File: src/rtl/dvc_pkg.sv
// dvc_pkg: shared types and constants of the distinct value counter.
// Used by every module of the block; depends on nothing.
package dvc_pkg;

  localparam int TABLE_DEPTH_DEF = 256;
  localparam int VALUE_W         = 32;
  localparam int COUNT_W         = 9;
  localparam int OUT_TDATA_W     = 16;

  // Token that walks down the cell chain, one cell per cycle while the chain advances.
  typedef struct packed {
    logic               vld;
    logic               last;
    logic               hit;    // value already present or stored on the way
    logic [VALUE_W-1:0] value;
  } token_t;

endpackage

File: src/rtl/dvc_cell.sv
// dvc_cell: one table entry of the chain plus the token register behind it.
// Depends on dvc_pkg.
module dvc_cell import dvc_pkg::*; #(
  parameter int CNT_W = 9
) (
  input  logic             clk,
  input  logic             rst_n,
  input  logic             adv,
  input  token_t           tok_i,
  input  logic [CNT_W-1:0] cnt_i,
  output token_t           tok_o,
  output logic [CNT_W-1:0] cnt_o
);

  logic               ent_vld_r;
  logic [VALUE_W-1:0] ent_val_r;
  token_t             tok_r;
  logic [CNT_W-1:0]   cnt_r;

  logic match;
  logic ins;

  assign match = ent_vld_r && (ent_val_r == tok_i.value);
  assign ins   = tok_i.vld && !tok_i.hit && !match && !ent_vld_r;

  always_ff @(posedge clk) begin
    if (!rst_n) begin
      ent_vld_r <= 1'b0;
      tok_r.vld <= 1'b0;
    end else if (adv) begin
      tok_r.vld   <= tok_i.vld;
      tok_r.last  <= tok_i.last;
      tok_r.hit   <= tok_i.hit | match | ins;
      tok_r.value <= tok_i.value;
      cnt_r       <= cnt_i + CNT_W'(ent_vld_r | ins);
      if (ins) begin
        ent_val_r <= tok_i.value;
      end
      // the closing item of a set wipes each entry as it passes
      if (tok_i.vld && tok_i.last) begin
        ent_vld_r <= 1'b0;
      end else if (ins) begin
        ent_vld_r <= 1'b1;
      end
    end
  end

  assign tok_o = tok_r;
  assign cnt_o = cnt_r;

endmodule

File: config.mk
export PLATFORM = sky130hd
export DESIGN_NAME = dvc_cell
export DESIGN_NICKNAME = d
export VERILOG_FILES = /design/src/rtl/dvc_pkg.sv /design/src/rtl/dvc_cell.sv
export SDC_FILE = /design/constraint.sdc
export NUM_CORES = 1
export LEC_CHECK = 0
export BUFFER_PORTS_ARGS = -buffer_cell sky130_fd_sc_hd__buf_2
export CAP_MARGIN = 15
export CORE_MARGIN = 10
export CORE_UTILIZATION = 40
export DETAILED_ROUTE_END_ITERATION = 16
export PLACE_DENSITY = 0.73
export SLEW_MARGIN = 40
export SYNTH_ARGS = -nofsm -noshare
export SYNTH_HDL_FRONTEND = slang
export SYNTH_SLANG_ARGS = --single-unit
File: constraint.sdc
create_clock -name clk -period 5.3 [get_ports clk]
set_clock_uncertainty 0.05 [all_clocks]
set_input_delay 0.53 -clock clk [delete_from_list [all_inputs] [get_ports clk]]
set_output_delay 0.53 -clock clk [all_outputs]
set_load 0.02 [all_outputs]
==> impl_metrics.ini <==
[run_status]
outcome = completed

[route]
route.detailed.drc = 0
vias_per_cell = 4.528
vias = 1612
post_drt_wl_per_cell_um = 15.53
firstDrtPassIters = 3
ant_nets = 0
wl_um = 5530
drtIter0Drc = 31

[sta]
fin_tns_setup_ns = 0
tightest_slew_ns = 0.5720
period_needed_ns = 1.769
max_freq_ghz = 0.5654
hold_ws_ns = 0.3428
hold_viol = 0
rsz0062_at_grt = false
final-setup-viol-count = 0
max_slew_margin_pct = 61.87
finalCritPeriodShare_pct = 33.37
slew_viol_final = 0

[floorplan]
die-area_mm2 = 0.01092
row_count = 30
initial_core_util_pct = 41.57
coreArea_mm2 = 0.006869
dieWidth_um = 104.5
ioPinCount = 91
die_h_um = 104.5

[cts]
clock_path_buffers = 2
cts_buffers = 9
cts_resized = 0
cts_hold_buf = 0
insertion_delay_ns = 0.34
post_cts_buffers = 0
h-tree-depth = 3
cts_tree = yes
clk_pin_slew_ns = 0.08
root_buffer = clkbuf_8
clock-sinks = 77

[global_routing]
groute.usage.overall_pct = 10.51
grt_pass1_wl_um = 9121
grt_max_degree = 44
antenna_found_initial = 0
grt_pass1_vias = 1771
grt-ovfl-total = 0

[cells_and_area]
mostFrequentLayoutCells = buf_2, edfxtp_1, xnor2_1
finalNetCount = 304
final_cells = 356
fin_util_pct = 53.59
drive_gt1_share_pct = 41.92
area_growth_pct = 28.92
final_common_cell = buf_2
n_antenna_cell = 0

[placement]
port_buffers = 90
gp_congestion = 0.7399
place_inst = 340
dp_hpwl_um = 4076

[synth]
synth_cell_types = 25
synth_fp_nets = 202
ys.warnings.count = 0
syn-instance-count = 153
ys_ff_latch = 77
ys_seq_area_share_pct = 80.28
postSynthAreaPerCell_um2 = 18.66
syn_area_mm2 = 0.002855

[critical_path]
crit_path_max_incr_delay_ns = 0.36
r2r_slack_ns = 3.53
slowest_stage = dfxtp_1
worstPathCellList = inv_1 -> o21ai_0 -> ha_1 -> ha_1 -> nand3_1 -> nor2_1 -> nand3_1 -> xnor2_1
crit_family = simple AND/OR/NAND/NOR gates
cp_data_arrival_time_ns = 1.81
cp-end-kind = register
path_class = register to register
crit_fanout = 4
critPathRequiredTime_ns = 5.35
crit_buf_inv = 1
start_kind = register

[power]
vdd_drop_max_v = 0.0001853
p_total_w = 0.001332
p_leak_nw = 1.382
power_density_mw_per_mm2 = 361.9

[job]
max_cap_viol_count = 0

[min_path]
hp-class = primary input to register
==> routing by layer <==
metal	vias to the layer above	global-route usage [%]	share of wire [%]
met5	-	0	0
met4	0	4.771	1.7
met3	10	5.266	9.3
met2	56	16.65	49
met1	762	11.54	40
li1	784	-	-
==> cells in the mapped netlist, drive strengths merged <==
cell type,n,area (um^2)
edfxtp,75,2252
xnor2,22,192.7
xor2,14,122.6
inv,5,18.77
nand3,5,25.02
nand4,5,31.28
nand2,3,11.26
nor4,3,18.77
o21ai,3,15.01
dfxtp,2,40.04
ha,2,25.02
nor3,2,15.01
o2bb2ai,2,17.52
a211o,1,8.760
a21boi,1,7.510
a21oi,1,5.000
and2,1,6.260
and3,1,6.260
and4,1,8.760
nand2b,1,6.260
nor2,1,3.750
nor4b,1,8.760
o2111ai,1,8.760
==> worst reg2reg max path: stages (launching register included) <==
cell and delay, ns:
dfxtp_1 0.36, inv_1 0.10, o21ai_0 0.09, ha_1 0.21, ha_1 0.19, nand3_1 0.12, nor2_1 0.18, nand3_1 0.11
xnor2_1 0.13
==> cell type report <==
cell class	count	area (um^2)
Fill cell	603	3188
Clock inverter	6	111.4
Timing Repair Buffer	91	457.9
Tap cell	96	120.1
Sequential cell	77	2292
Inverter	5	18.77
Clock buffer	10	127.6
Multi-Input combinational cell	71	553.0
==> kinds of logic (layout without fill, tap and decap cells) <==
group	after synthesis	after routing	synth area share (%)
buffers and inverters	5	112	0.6574
AO/OA/AOI/OAI	9	9	2.191
XOR/XNOR	36	36	11.04
adder cells (fa/ha/maj)	2	2	0.8763
flip-flops	77	77	80.28
AND/OR/NAND/NOR	24	24	4.952
==> final timing paths <==
path,start,to,depth (start not counted)
setup / recovery,ent_vld_r,cnt_o[8],8
hold / removal,tok_i[21],ent_val_r[21],1
setup reg to reg,ent_vld_r,cnt_o[8],8
hold reg to reg,tok_o[34],tok_o[34],2
==> through the flow <==
| stage | worst slack, ns | cell area, um^2 |
|---|---|---|
| 3_5_place_dp | 3.204 | 3442 |
| 3_3_place_gp | 3.245 | 3441 |
| 6_report | 3.531 | 3681 |
| 2_1_floorplan | 0.7416 | 2855 |
| 4_1_cts | 3.507 | 3681 |
| 5_1_grt | 3.357 | 3681 |
==> where the power goes <==
part	internal [W]	leakage [nW]	switching, W	total, W
clock	0.000313	0.116	0.000206	0.000519
combinational	0.0000404	0.555	0.0000690	0.000109
sequential	0.000698	0.710	0.00000639	0.000704
==> state kept, by name, indices dropped and copies added, names as in the netlist <==
signal	count
ent_vld_r	1
ent_val_r	32
tok_o	35
cnt_o	9
No activity file was read; power rests on OpenSTA's default activity.
