File: src/rtl/dvc_pkg.sv
// dvc_pkg: shared types and constants of the distinct value counter.
// Used by every module of the block; depends on nothing.
package dvc_pkg;

  localparam int TABLE_DEPTH_DEF = 256;
  localparam int VALUE_W         = 32;
  localparam int COUNT_W         = 9;
  localparam int OUT_TDATA_W     = 16;

  // Token that walks down the cell chain, one cell per cycle while the chain advances.
  typedef struct packed {
    logic               vld;
    logic               last;
    logic               hit;    // value already present or stored on the way
    logic [VALUE_W-1:0] value;
  } token_t;

endpackage

File: src/rtl/dvc_tail.sv
// dvc_tail: chain exit; tracks table overflow and holds the result register.
// Depends on dvc_pkg.
module dvc_tail import dvc_pkg::*; #(
  parameter int CNT_W = 9
) (
  input  logic                   clk,
  input  logic                   rst_n,
  input  token_t                 tok_i,
  input  logic [CNT_W-1:0]       cnt_i,
  output logic                   adv,
  output logic                   out_tvalid,
  input  logic                   out_tready,
  output logic [OUT_TDATA_W-1:0] out_tdata
);

  logic                   out_vld_r;
  logic [COUNT_W-1:0]     count_r;
  logic                   ovf_out_r;
  logic                   ovf_r;
  logic                   miss;

  assign miss = !tok_i.hit;
  assign adv  = !(tok_i.vld && tok_i.last && out_vld_r && !out_tready);

  always_ff @(posedge clk) begin
    if (!rst_n) begin
      out_vld_r <= 1'b0;
      ovf_r     <= 1'b0;
    end else begin
      if (out_vld_r && out_tready) begin
        out_vld_r <= 1'b0;
      end
      if (adv && tok_i.vld) begin
        if (tok_i.last) begin
          out_vld_r <= 1'b1;
          ovf_r     <= 1'b0;
        end else if (miss) begin
          ovf_r <= 1'b1;
        end
      end
    end
  end

  always_ff @(posedge clk) begin
    if (adv && tok_i.vld && tok_i.last) begin
      count_r   <= COUNT_W'(cnt_i);
      ovf_out_r <= ovf_r | miss;
    end
  end

  assign out_tvalid = out_vld_r;
  assign out_tdata  = {{(OUT_TDATA_W-COUNT_W-1){1'b0}}, ovf_out_r, count_r};

endmodule

File: config.mk
export PLATFORM = sky130hd
export DESIGN_NAME = dvc_tail
export DESIGN_NICKNAME = d
export VERILOG_FILES = /design/src/rtl/dvc_pkg.sv /design/src/rtl/dvc_tail.sv
export SDC_FILE = /design/constraint.sdc
export NUM_CORES = 1
export LEC_CHECK = 0
export ABC_CLOCK_PERIOD_IN_PS = 2300
export BUFFER_PORTS_ARGS = -buffer_cell sky130_fd_sc_hd__buf_2
export CAP_MARGIN = 10
export CORE_MARGIN = 5
export CORE_UTILIZATION = 31
export CTS_CLUSTER_DIAMETER = 60
export DETAILED_ROUTE_END_ITERATION = 10
export PLACE_DENSITY = 0.81
export SLEW_MARGIN = 0
export SYNTH_ARGS = -nofsm -noshare
export SYNTH_HDL_FRONTEND = slang
export SYNTH_SLANG_ARGS = --single-unit
File: constraint.sdc
create_clock -name clk -period 2.3 [get_ports clk]
set_input_delay 0.23 -clock clk [delete_from_list [all_inputs] [get_ports clk]]
set_output_delay 0.23 -clock clk [all_outputs]
set_load 0.05 [all_outputs]
==> metrics.txt <==
drt first pass iters=3; Warnings, synthesis=0; placer congestion estimate=0.6257; Net Switching=129.8 uW; n_diodes=0; Syn Inst Count=32; Post-synth top cells=10 x edfxtp_1, 7 x buf_4, 2 x a21oi_1, 2 x dfxtp_1, 2 x inv_1; Top FF cell, synth=edfxtp_1; share of post-route cells with drive strength above 1=53.33%; post-synth top area share=about 64%; Top Ports=65; Die Height=48.96 um; fin area=613.1 um^2; Worst path max stage delay=330 ps; crit path cell chain=nor2b_4 > nand3_1 > buf_2; switch share=roughly 28%; root buf cell=clkbuf_4; pins over their slew limit=0; most common cell in the synthesized netlist=edfxtp_1; Clk Latency, worst-skew pair=260 ps; antenna-violating nets left=0; critical path's slowest cell=dfxtp_1; f_max=0.7725 GHz; Post-Syn Area=470.5 um^2; CP required=2070 ps; pwr dens=744.7 nW/um^2; GRT overflow=0; Buf+Inv Stages, Crit Path=1; Max Cap Viol=0; largest net degree at the start of global routing=12; Final nets=108; element type at the critical path end=output pin; Syn Area/Cell=approximately 15 um^2; #FFs+latches synth=12; max_slew headroom=between 60% and 70%; crit start category=register; Clock power frac=a little over a quarter; pin slew with the least headroom to its limit=531.9 ps; crit-path max FO=3; routed len/inst=11.37 um; Leak=0.2767 nW; Filler Cells Inserted=151; FF/Latch Area=between 300 and 400 um^2; Tmin final=between 1000 and 1500 ps; Die X-Extent=48.96 um; critical path data arrival time=1060 ps; CTS resizes=0; Worst IR Drop VDD=196.8 uV; CTS tree=done; Comb power frac=between 10% and 20%; Seq pwr share=54.4%; sequential area share after synthesis=72.34%; # Post-CTS Setup Buffers=0; Core Area=1471 um^2; Clk pin slew, worst setup/hold paths=70 ps; CTS H-tree depth=1; Crit Path Category=reg -> out; first-pass GRT wire length=1.414 mm; EDFF count, synth=10; final WL=864 um; status=finished, final reports clean; setup TNS=0 ps; critical path's top delay family=flip-flops; Pint=326.7 uW; RSZ-0062 raised after global routing=false; initial DRC count=8; CTS Sinks=12; ranking of synthesized cells by area=edfxtp_1 64%, buf_4 11%, dfxtp_1 8.5%; initial antenna violation count=0; dpl cell area=a little under 600 um^2; routed vias=300; Final Hold Viols=0; initial core utilization=31.97%; fraction of registers with async set/reset=0%; area delta synth->final=30.32%; final core occ=41.67%; top cell type by total area after synthesis=edfxtp_1; period utilization=56.28%; final setup vio count=0; HP Class=in -> reg; CTS Hold Bufs=0; post-synth cell types=14; Std-Cell Rows=14; die area=around 2400 um^2; multi-input logic area=88.84 um^2; CTS Buffer Depth=2; vias in the first global route=317; post-DR vias/cell=3.947; clock skew=3.694 ps; global-route usage over all layers=7.863%; Residual DRC=0; TritonCTS Buffers=3; Port Buffers=26
-- layout by cell type, fill, tap and decap left out --
master / netlist / final
nor2b_1: 1 / 1
edfxtp_1: 10 / 10
nor3_2: 1 / 1
nor2b_4: 1 / 1
inv_1: 2 / 2
dfxtp_1: 2 / 2
nor2_2: 1 / 1
buf_2: 0 / 26
nand2_1: 1 / 1
clkinv_1: 0 / 1
nand2b_1: 1 / 1
conb_1: 1 / 6
o21ai_0: 1 / 1
a21oi_1: 2 / 2
clkbuf_4: 0 / 3
nand3_1: 1 / 1
-- path summary, 6_finish.rpt --
| check | slack [ps] | to | start | cells past startpoint |
|---|---|---|---|---|
| max | 1010 | adv | out_tvalid | 3 |
| min | 140 | count_r[2] | cnt_i[2] | 1 |
| max reg2reg | 1060 | count_r[8] | out_tvalid | 2 |
| min reg2reg | 540 | ovf_out_r | ovf_r | 1 |
-- kinds of logic after synthesis --
group	after synthesis	synth area share, %
other	1	0.7971
buffers and inverters	9	12.77
flip-flops	12	72.34
AO/OA/AOI/OAI	3	3.191
AND/OR/NAND/NOR	7	10.90
-- power by group through the flow --
stage	sequential, mW	clock [mW]	combinational, mW
after global routing	0.249	0.140	0.0890
after detailed placement	0.253	0	0.0850
final	0.248	0.124	0.0845
after CTS	0.248	0.131	0.0851
after global placement	0.253	0	0.0827
after floorplan	0.280	0	0.0437
-- cell type report --
type,count,share of cell area (%)
Sequential cell,12,55.51
Timing Repair Buffer,26,21.22
Multi-Input combinational cell,16,14.49
Clock buffer,3,3.673
Tap cell,16,3.265
Inverter,2,1.224
Clock inverter,1,0.6122
-- per-layer routing --
layer  routed length (um)  global-route usage (%)
met5                    0                       0
met1                  288                   7.048
met2                  424                   11.96
met3                  151                   6.116
met4                    0                   5.381
-- registers in the layout (all words and copies together), names as in the netlist --
name	flops
out_tvalid	1
ovf_out_r	1
count_r	9
ovf_r	1
-- stage by stage --
stage / hold WS, ps / total power, mW / setup slack [ps] / instances
2_1_floorplan: 328.9 / 0.3241 / 797.5 / 37
3_3_place_gp: 407.0 / 0.3357 / 1091 / 72
3_5_place_dp: 408.7 / 0.3383 / 1042 / 72
4_1_cts: 125.8 / 0.4647 / 984.0 / 76
5_1_grt: 118.3 / 0.4783 / 959.7 / 76
6_report: 137.6 / 0.4566 / 1005 / 76
(Power assumes the default switching activity.)
